==> src/hdl/gte_pkg.sv <==
// shared types, codes and constants of the grant table engine
`timescale 1ns / 1ps

package gte_pkg;

    localparam int DEF_TABLE_SIZE = 64;

    localparam int FUNC_W    = 3;
    localparam int GID_W     = 8;
    localparam int EP_W      = 32;
    localparam int ADDR_W    = 32;
    localparam int ACCESS_W  = 4;
    localparam int STATUS_W  = 2;
    localparam int RESULT_W  = 9;
    localparam int KIND_W    = 2;
    localparam int S_DATA_W  = 176;
    localparam int M_DATA_W  = 80;

    localparam logic [FUNC_W-1:0] FN_DIRECT   = 3'd0;
    localparam logic [FUNC_W-1:0] FN_INDIRECT = 3'd1;
    localparam logic [FUNC_W-1:0] FN_MAGIC    = 3'd2;
    localparam logic [FUNC_W-1:0] FN_REVOKE   = 3'd3;
    localparam logic [FUNC_W-1:0] FN_LOOKUP   = 3'd4;

    localparam logic [KIND_W-1:0] KIND_DIRECT   = 2'd1;
    localparam logic [KIND_W-1:0] KIND_INDIRECT = 2'd2;
    localparam logic [KIND_W-1:0] KIND_MAGIC    = 2'd3;

    localparam logic [STATUS_W-1:0] ST_OK       = 2'd0;
    localparam logic [STATUS_W-1:0] ST_INVALID  = 2'd1;
    localparam logic [STATUS_W-1:0] ST_NOSPACE  = 2'd2;
    localparam logic [STATUS_W-1:0] ST_NOLOOKUP = 2'd3;

    localparam logic [RESULT_W-1:0] RESULT_NONE = 9'h1FF;

    // memory word: kind, source endpoint, target endpoint
    localparam int SLOT_W = KIND_W + 2 * EP_W;

    typedef enum logic [1:0] {
        S_IDLE,
        S_LOOK,
        S_OUT
    } t_state;

endpackage

==> src/hdl/grant_table_engine_core.sv <==
// grant table engine top level: request decode, slot allocation and result register
//
//  channel   | direction | transaction
//  s (i_s_*) | in        | one request: tuser func, tdata operands
//  m (o_m_*) | out       | one response: tuser status, tdata slot, granter, grantee
//  cfg       | in        | write of self_endpoint
//
// grant and revoke go from S_IDLE straight to S_OUT, lookup passes through S_LOOK (one slot memory read)
// lowest free slot comes from a registered priority encoder over the used bits
// one request at a time; the next is taken once the response has left
// reset is synchronous: all slots free, self_endpoint zero, no memory clearing
// a stalled response holds in the output register until i_m_tready
`timescale 1ns / 1ps

module grant_table_engine_core import gte_pkg::*; #(
    parameter int TABLE_SIZE = DEF_TABLE_SIZE
) (
    input  logic                i_clk,
    input  logic                i_rst_n,
    input  logic                i_cfg_we,
    input  logic [EP_W-1:0]     i_cfg_wdata,
    input  logic                i_s_tvalid,
    output logic                o_s_tready,
    // grant_id[7:0], who_to[39:8], source_ep[71:40], start_address[103:72],
    // byte_count[135:104], access_rights[139:136], parent_grant[171:140]
    input  logic [S_DATA_W-1:0] i_s_tdata,
    // func[2:0]
    input  logic [FUNC_W-1:0]   i_s_tuser,
    output logic                o_m_tvalid,
    input  logic                i_m_tready,
    // result_grant[8:0], granter[40:9], grantee[72:41]
    output logic [M_DATA_W-1:0] o_m_tdata,
    // status[1:0]
    output logic [STATUS_W-1:0] o_m_tuser
);

    localparam int AW = $clog2(TABLE_SIZE);
    localparam int IW = ((AW > GID_W) ? AW : GID_W) + 1;

    t_state r_state, n_state;

    logic signed [EP_W-1:0]   r_self_endpoint;
    logic [TABLE_SIZE-1:0]    r_used, n_used;
    logic [AW-1:0]            r_free, n_free;
    logic                     r_full, n_full;

    logic [STATUS_W-1:0]      r_status, n_status;
    logic [RESULT_W-1:0]      r_result, n_result;
    logic [EP_W-1:0]          r_granter, n_granter;
    logic [EP_W-1:0]          r_grantee, n_grantee;
    logic                     r_look_ok, n_look_ok;

    logic [FUNC_W-1:0]        w_func;
    logic [GID_W-1:0]         w_gid;
    logic [EP_W-1:0]          w_who_to;
    logic [EP_W-1:0]          w_src_ep;
    logic [ACCESS_W-1:0]      w_access;
    logic [IW-1:0]            w_gid_ext;
    logic [AW-1:0]            w_gid_addr;
    logic                     w_gid_used;
    logic                     w_bad_access;

    logic                     w_we;
    logic [SLOT_W-1:0]        w_wdata;
    logic [SLOT_W-1:0]        w_rdata;
    logic [KIND_W-1:0]        w_rd_kind;
    logic [EP_W-1:0]          w_rd_source;
    logic [EP_W-1:0]          w_rd_target;

    assign w_func       = i_s_tuser;
    assign w_gid        = i_s_tdata[7:0];
    assign w_who_to     = i_s_tdata[39:8];
    assign w_src_ep     = i_s_tdata[71:40];
    assign w_access     = i_s_tdata[139:136];
    assign w_gid_ext    = IW'(w_gid);
    assign w_gid_addr   = w_gid_ext[AW-1:0];
    assign w_gid_used   = (w_gid_ext < IW'(TABLE_SIZE)) && r_used[w_gid_addr];
    assign w_bad_access = (w_access[3:2] != 2'b00);

    assign w_rd_target  = w_rdata[EP_W-1:0];
    assign w_rd_source  = w_rdata[2*EP_W-1:EP_W];
    assign w_rd_kind    = w_rdata[SLOT_W-1:2*EP_W];

    gte_slot_ram #(
        .TABLE_SIZE (TABLE_SIZE),
        .AW         (AW)
    ) u_slot_ram (
        .i_clk   (i_clk),
        .i_we    (w_we),
        .i_waddr (r_free),
        .i_wdata (w_wdata),
        .i_raddr (w_gid_addr),
        .o_rdata (w_rdata)
    );

    // lowest free slot
    always_comb begin
        n_free = '0;
        n_full = 1'b1;
        for (int i = TABLE_SIZE - 1; i >= 0; i--) begin
            if (!r_used[i]) begin
                n_free = AW'(i);
                n_full = 1'b0;
            end
        end
    end

    always_comb begin
        n_state   = r_state;
        n_used    = r_used;
        n_status  = r_status;
        n_result  = r_result;
        n_granter = r_granter;
        n_grantee = r_grantee;
        n_look_ok = r_look_ok;
        w_we      = 1'b0;
        w_wdata   = {KIND_DIRECT, w_src_ep, w_who_to};
        case (r_state)
            S_IDLE: begin
                if (i_s_tvalid) begin
                    n_status  = ST_INVALID;
                    n_result  = RESULT_NONE;
                    n_granter = '0;
                    n_grantee = '0;
                    n_state   = S_OUT;
                    case (w_func)
                        FN_DIRECT, FN_INDIRECT, FN_MAGIC: begin
                            if (w_func == FN_MAGIC && w_bad_access) begin
                                n_status = ST_INVALID;
                            end else if (r_full) begin
                                n_status = ST_NOSPACE;
                            end else if (w_func == FN_DIRECT && w_bad_access) begin
                                n_status = ST_INVALID;
                            end else begin
                                w_we           = 1'b1;
                                n_used[r_free] = 1'b1;
                                n_status       = ST_OK;
                                n_result       = RESULT_W'(r_free);
                                if (w_func == FN_INDIRECT) begin
                                    w_wdata = {KIND_INDIRECT, w_src_ep, w_who_to};
                                end else if (w_func == FN_MAGIC) begin
                                    w_wdata = {KIND_MAGIC, w_src_ep, w_who_to};
                                end
                            end
                        end
                        FN_REVOKE: begin
                            if (w_gid_used) begin
                                n_used[w_gid_addr] = 1'b0;
                                n_status           = ST_OK;
                            end
                        end
                        FN_LOOKUP: begin
                            n_look_ok = w_gid_used;
                            n_state   = S_LOOK;
                        end
                        default: begin
                            n_status = ST_INVALID;
                        end
                    endcase
                end
            end
            S_LOOK: begin
                n_state = S_OUT;
                if (r_look_ok) begin
                    if (w_rd_kind == KIND_DIRECT) begin
                        n_status  = ST_OK;
                        n_granter = r_self_endpoint;
                        n_grantee = w_rd_target;
                    end else if (w_rd_kind == KIND_MAGIC) begin
                        n_status  = ST_OK;
                        n_granter = w_rd_source;
                        n_grantee = w_rd_target;
                    end else begin
                        n_status = ST_NOLOOKUP;
                    end
                end
            end
            S_OUT: begin
                if (i_m_tready) begin
                    n_state = S_IDLE;
                end
            end
            default: begin
                n_state = S_IDLE;
            end
        endcase
    end

    always_ff @(posedge i_clk) begin
        if (!i_rst_n) begin
            r_state         <= S_IDLE;
            r_used          <= '0;
            r_free          <= '0;
            r_full          <= 1'b0;
            r_self_endpoint <= '0;
        end else begin
            r_state <= n_state;
            r_used  <= n_used;
            r_free  <= n_free;
            r_full  <= n_full;
            if (i_cfg_we) begin
                r_self_endpoint <= i_cfg_wdata;
            end
        end
    end

    always_ff @(posedge i_clk) begin
        r_status  <= n_status;
        r_result  <= n_result;
        r_granter <= n_granter;
        r_grantee <= n_grantee;
        r_look_ok <= n_look_ok;
    end

    assign o_s_tready = (r_state == S_IDLE);
    assign o_m_tvalid = (r_state == S_OUT);
    assign o_m_tdata  = {7'd0, r_grantee, r_granter, r_result};
    assign o_m_tuser  = r_status;

endmodule

==> src/hdl/gte_slot_ram.sv <==
// slot memory, one write port and one read port with registered read data
`timescale 1ns / 1ps

module gte_slot_ram import gte_pkg::*; #(
    parameter int TABLE_SIZE = DEF_TABLE_SIZE,
    parameter int AW         = $clog2(TABLE_SIZE)
) (
    input  logic              i_clk,
    input  logic              i_we,
    input  logic [AW-1:0]     i_waddr,
    input  logic [SLOT_W-1:0] i_wdata,
    input  logic [AW-1:0]     i_raddr,
    output logic [SLOT_W-1:0] o_rdata
);

    logic [SLOT_W-1:0] r_mem [TABLE_SIZE];
    logic [SLOT_W-1:0] r_rdata;

    always_ff @(posedge i_clk) begin
        if (i_we) begin
            r_mem[i_waddr] <= i_wdata;
        end
        r_rdata <= r_mem[i_raddr];
    end

    assign o_rdata = r_rdata;

endmodule
==> config.mk <==
export PLATFORM = sky130hd
export DESIGN_NAME = grant_table_engine_core
export DESIGN_NICKNAME = d
export VERILOG_FILES = /design/src/hdl/gte_pkg.sv /design/src/hdl/grant_table_engine_core.sv /design/src/hdl/gte_slot_ram.sv
export SDC_FILE = /design/constraint.sdc
export NUM_CORES = 2
export LEC_CHECK = 0
export BUFFER_PORTS_ARGS = -buffer_cell sky130_fd_sc_hd__clkbuf_2
export CORE_MARGIN = 4
export CORE_UTILIZATION = 35
export DETAILED_ROUTE_END_ITERATION = 8
export PLACE_DENSITY = 0.6
export SLEW_MARGIN = 10
export SYNTH_ARGS = -nofsm -noshare
export SYNTH_HDL_FRONTEND = slang
export SYNTH_MEMORY_MAX_BITS = 65536
export SYNTH_SLANG_ARGS = --single-unit
==> constraint.sdc <==
create_clock -name i_clk -period 6.73 [get_ports i_clk]
set_clock_uncertainty 0.05 [all_clocks]
set_input_delay 0.3365 -clock i_clk [delete_from_list [all_inputs] [get_ports i_clk]]
set_output_delay 0.3365 -clock i_clk [all_outputs]
set_load 0.01 [all_outputs]
After elaboration in Yosys (flattened, before gate mapping)
Memories as Yosys holds them, arrays and structs flattened. A register that Yosys moved wholly into a read port is not among the register bits.
Index checks and enable logic that the tools add are counted.
{"block": "word_totals", "register_bits": 181, "ramBits": 4224, "output_inout_bits": 84, "elab_cells": 183, "mem_count": 1}
{"block": "classes", "n_lt_le_gt_ge": 5, "eq_ne": 16, "mux": 115, "bitwise": 4, "n_reduce_logical": 26}
{"memory": "u_slot_ram.r_mem", "depth": 64, "word_bits": 66, "rd": 1, "rd_ports_with_merged_regs": 1, "write_ports": 1, "line": "gte_slot_ram.sv:16", "rtl": "logic [SLOT_W-1:0] r_mem [TABLE_SIZE];"}
{"operator": "2-to-1 mux 66 bit", "count": 8}
{"operator": "2-to-1 mux 64 bit", "count": 4}
{"operator": "2-to-1 mux 32 bit", "count": 7}
{"operator": "2-to-1 mux 6 bit", "count": 32}
{"operator": "case mux 32 bit (2 select lines)", "count": 2}
{"operator": "case mux 64 bit (2 select lines)", "count": 1}
{"operator": "2-to-1 mux 5 bit", "count": 16}
{"operator": "AND 64 bit", "count": 1}
{"operator": "NOT 64 bit", "count": 1}
{"operator": "OR 64 bit", "count": 1}
{"operator": "AND reduction 64 bit", "count": 1}
{"operator": "AND reduction 33 bit", "count": 1}
{"operator": "2-to-1 mux 4 bit", "count": 8}
{"operator": "2-to-1 mux 2 bit", "count": 11}
{"operator": "AND reduction 17 bit", "count": 1}
{"operator": "2-to-1 mux 1 bit", "count": 15}
{"operator": "< comparator 6 x 7 -> 1 bit, second input constant", "count": 2}
{"operator": "demux 1 bit (select 6 bit)", "count": 2}
{"operator": ">= comparator 6 x 1 -> 1 bit, second input constant", "count": 2}
{"operator": "2-to-1 mux 3 bit", "count": 4}
{"operator": "!= test 2 bit, second input constant", "count": 6}
{"operator": "2-to-1 mux 9 bit", "count": 1}
{"operator": "AND reduction 3 bit", "count": 3}
{"operator": "AND reduction 9 bit", "count": 1}
{"operator": "22 further kinds", "count": 35}

Logic depth before layout (Yosys ltp)
{"block": "depth", "word_depth": 63, "mapped_depth": 13}

Cells and area by module
A second synthesis with hierarchy kept.
{"block": "hier_totals", "hier_cells": 7777, "area_unflattened_um2": 170058.1}
{"mod": "gte_slot_ram", "instances": 1, "cells_each": 6808, "area_per_inst_um2": 161219.6}
{"mod": "grant_table_engine_core", "instances": 1, "cells_each": 969, "area_per_inst_um2": 8838.5}

Worst setup path before layout
No wires, ideal clock.
{"block": "synth_timing", "path_type": "reg-to-reg", "start": "reg r_state[1]", "end": "mem u_slot_ram.r_mem[0][65] (netlist bit) (data pin)", "setup_ps": 865, "t_arrival_ps": 4209, "setup_slack_ps": 1605, "stages_incl_launch_ff": 4, "n_path_buf": 0, "period_less_slack_ps": 5125, "path_cell_list": "dfxtp_1 -> nand2b_1 -> or2_2 -> nor4_1"}
{"block": "synth_between", "elab_chain_cells": 2}
{"element": "start, declared", "line": "grant_table_engine_core.sv:40", "rtl": "t_state r_state, n_state;"}
{"element": "start signal, assigned", "line": "grant_table_engine_core.sv:197", "rtl": "r_state <= n_state;"}
{"element": "zero test 2 bit", "line": "grant_table_engine_core.sv:118", "rtl": "case (r_state)"}
{"element": "2-to-1 mux 66 bit", "line": "grant_table_engine_core.sv:118"}
{"element": "net u_slot_ram.i_wdata[65]", "line": "gte_slot_ram.sv:11", "rtl": "input logic [SLOT_W-1:0] i_wdata,"}
{"element": "end, declared", "line": "gte_slot_ram.sv:16"}
The timed path passes the listed nets, and every way through them passes these cells.

Worst setup path in the final report
{"block": "layout_timing", "start": "reg r_state[1]", "end": "mem u_slot_ram.r_mem[31][17] (netlist bit) (enable)"}
{"block": "layout_between", "elab_chain_cells": 4}
{"element": "zero test 2 bit", "line": "grant_table_engine_core.sv:118"}
{"element": "2-to-1 mux 1 bit", "line": "grant_table_engine_core.sv:118"}
{"element": "2-to-1 mux 1 bit", "line": "gte_slot_ram.sv:20", "rtl": "if (i_we) begin"}
{"element": "2-to-1 mux 1 bit (not written as such)", "line": "gte_slot_ram.sv:21", "rtl": "r_mem[i_waddr] <= i_wdata;"}
No other way between the ends.

==> results_dict.tcl <==
set metrics [dict create \
    outcome "finished, final reports clean" \
    setup_viol 0 \
    post_drt_via_cell_ratio 6.08 \
    grt_antenna_before_repair 62 \
    critical_path.endpoint_type "register" \
    routedLengthMet1_mm 199 \
    final_layout_size_suffix_gt1_share_pct 12.6 \
    max-clock-path-buffers 4 \
    clkLatencyLatePin_ns 0.99 \
    grt_usage_pct 21.3 \
    grt_max_degree 129 \
    routed-via-count 94421 \
    postSynthAreaPerCell_um2 18.5 \
    synth_top_area_cell "sky130_fd_sc_hd__edfxtp_1" \
    drtIter0Drc 15850 \
    total_global_routing_overflow 0 \
    power.leakage_nw 55.4 \
    min-delay-path-class "input port to register" \
    irDropWorstVdd_v 0.000223 \
    timing.max_slew.rel_slack_pct 13.8 \
    critical_path.max_fanout 19 \
    final_net_count 9241 \
    worstPathArrival_ns 5.63 \
    fp.dieW_um 686 \
    pwr_density_cell_nw_per_um2 301 \
    die_y_um 686 \
    ys_types 70 \
    yosys_warnings 0 \
    htree_levels 5 \
    detailedRoute.firstPassIterationCount 7 \
    synth_enable_flop_cells 4298 \
    synth.top_cell.area_share_pct 80.2 \
    final.period_utilization_pct 75.7 \
    synthesized_area_um2 161000 \
    io_pins 300 \
    synth.most_common_cell "sky130_fd_sc_hd__edfxtp_1" \
    wl_met3_mm 61.0 \
    cts_sinks 4469 \
    critical_path_class "register to register" \
    setup.worst_path.start_class "register" \
    post_dp_cell_area_um2 171000 \
    cts.reportedPaths.clkPinSlew_ns 0.06 \
    synth-seq-cells 4469 \
    gp_congestion 0.827 \
    cap_viol_max_count 0 \
    fmax_ghz 0.196 \
    cts_made_buffers 417 \
    effective_utilization_at_floorplan_pct 35.2 \
    drt-total-wl_mm 525 \
    number_of_cells_produced_by_synthesis 8696 \
    synth.area.top_cells "sky130_fd_sc_hd__edfxtp_1 80%, sky130_fd_sc_hd__a22oi_1 6.0%, sky130_fd_sc_hd__a221oi_1 2.3%, sky130_fd_sc_hd__a22o_1 2.3%, sky130_fd_sc_hd__dfxtp_1 2.1%" \
    std_cell_rows 248 \
    synthArstFlopShare_pct 0 \
    finalInstanceArea_um2 185000 \
    core-area_um2 457000 \
    antenna_left 0 \
    final.setup.tns_ns 0 \
    report.final.slew_viol_count 0 \
    place_hpwl_mm 264 \
    grt_pass1_wl_mm 717 \
    finalHoldViolCount 0 \
    post_synth_most_frequent_cells "4298 x sky130_fd_sc_hd__edfxtp_1, 1284 x sky130_fd_sc_hd__a22oi_1, 414 x sky130_fd_sc_hd__a221oi_1, 414 x sky130_fd_sc_hd__a22o_1, 394 x sky130_fd_sc_hd__a31oi_1" \
    tritoncts "done" \
    post-route-min-period_ns 5.09 \
    cts-root-buf "sky130_fd_sc_hd__clkbuf_16" \
    cp_data_required_time_ns 7.26 \
    postSynth.topFlopCell "sky130_fd_sc_hd__edfxtp_1" \
    number_of_global_route_vias_before_repair 90100 \
    layout-area-overhead-vs-synth_pct 14.6 \
    drc 0 \
    synth_seq_area_share_pct 82.3 \
    wire_per_inst_um 33.8 \
    top_metal_used "met5" \
    rsz0062_at_grt "no" \
    dieArea_um2 471000 \
    portBuffers 190 \
    route.met2.wl_mm 244 \
    worst_pin_slew_ns 1.29 \
]
==> kinds of logic after synthesis <==
family,share of synthesized area (%)
AO/OA/AOI/OAI,13.5
buffers and inverters,1.64
multiplexers,0.386
AND/OR/NAND/NOR,2.23
flip-flops,82.3
other,0.00233
==> registers in the layout (all words and copies together) (netlist names), 2 cells and up <==
register            flops
o_m_tuser               2
r_free                  6
r_grantee              32
r_granter              32
r_result                7
r_self_endpoint        32
r_state                 2
r_used                 64
u_slot_ram.o_rdata     66
u_slot_ram.r_mem     4224
==> power by group <==
| group | internal, W | switching [W] | total, W |
|---|---|---|---|
| clock network | 0.0126 | 0.0102 | 0.0228 |
| registers | 0.0306 | 0.000121 | 0.0307 |
| logic | 0.000529 | 0.00148 | 0.00201 |
| total | 0.0437 | 0.0118 | 0.0555 |
==> metrics by stage <==
stage | worst slack (ns) | hold slack, ns | util (%) | std cells | total power [W]
after floorplan | 1.61 | 0.385 | - | 8702 | 0.0321
after global placement | 1.91 | 0.447 | 37.3 | 14680 | 0.0332
after detailed placement | 1.91 | 0.445 | 37.3 | 14680 | 0.0333
after CTS | 1.89 | 0.0113 | 40.3 | 15503 | 0.0558
after global routing | 1.57 | 0.0800 | 40.3 | 15524 | 0.0571
final | 1.64 | 0.0747 | 40.4 | 15532 | 0.0555
==> placed cells by master, fill, tap and decap left out, drive strengths merged, types with 147 or more instances in the layout <==
master / n
a21oi: 187
a22o: 414
dfxtp: 171
edfxtp: 4298
nand4: 165
nand2: 147
buf: 279
a31oi: 395
a221oi: 414
clkinv: 167
a22oi: 1284
clkbuf: 729
==> final timing paths <==
kind / startpoint / end / slack (ns) / cells past startpoint
worst min-delay path: i_s_tdata[139] / r_result[1]$_SDFFCE_PP1P_ / 0.07 / 4
worst min register to register: u_slot_ram.o_rdata[7]$_DFF_P_ / r_grantee[7]$_SDFFCE_PN0P_ / 0.46 / 1
worst max register to register: r_state[1]$_SDFFE_PN0P_ / u_slot_ram.r_mem[31][17]$_DFFE_PP_ / 1.64 / 8
worst max-delay path: r_state[1]$_SDFFE_PN0P_ / u_slot_ram.r_mem[31][17]$_DFFE_PP_ / 1.64 / 8
==> layout make-up <==
type | count | area, um2
Antenna cell | 23 | 57.6
Sequential cell | 4469 | 132000
Multi-Input combinational cell | 3602 | 26500
Timing Repair Buffer | 509 | 4550
Fill cell | 40342 | 273000
Clock inverter | 232 | 1970
Inverter | 26 | 97.6
Tap cell | 6125 | 7660
Clock buffer | 546 | 11200
==> critical path: stages, from the launching register on <==
cell and delay (ns):
sky130_fd_sc_hd__dfxtp_1 0.36, sky130_fd_sc_hd__nand2b_1 0.18, sky130_fd_sc_hd__or2_2 0.33, sky130_fd_sc_hd__inv_1 0.32
sky130_fd_sc_hd__nand2_1 0.10, sky130_fd_sc_hd__nor2_1 0.58, sky130_fd_sc_hd__nand3_1 0.83, sky130_fd_sc_hd__nor2_4 1.20
sky130_fd_sc_hd__buf_4 0.69
==> per-layer routing <==
layer  vias to the layer above  track usage, %
li1                      37677               -
met1                     48858            28.8
met2                      6796            34.1
met3                      1082            4.57
met4                         8            7.67
met5                         -               0
==> repair_timing <==
action	4_1_cts	5_1_grt
resized for setup	0	0
setup buffers	0	0
hold buffers	45	2
endpoints found under the setup margin	0	0
endpoints found under the hold margin	47	34
(Power assumes the default switching activity.)
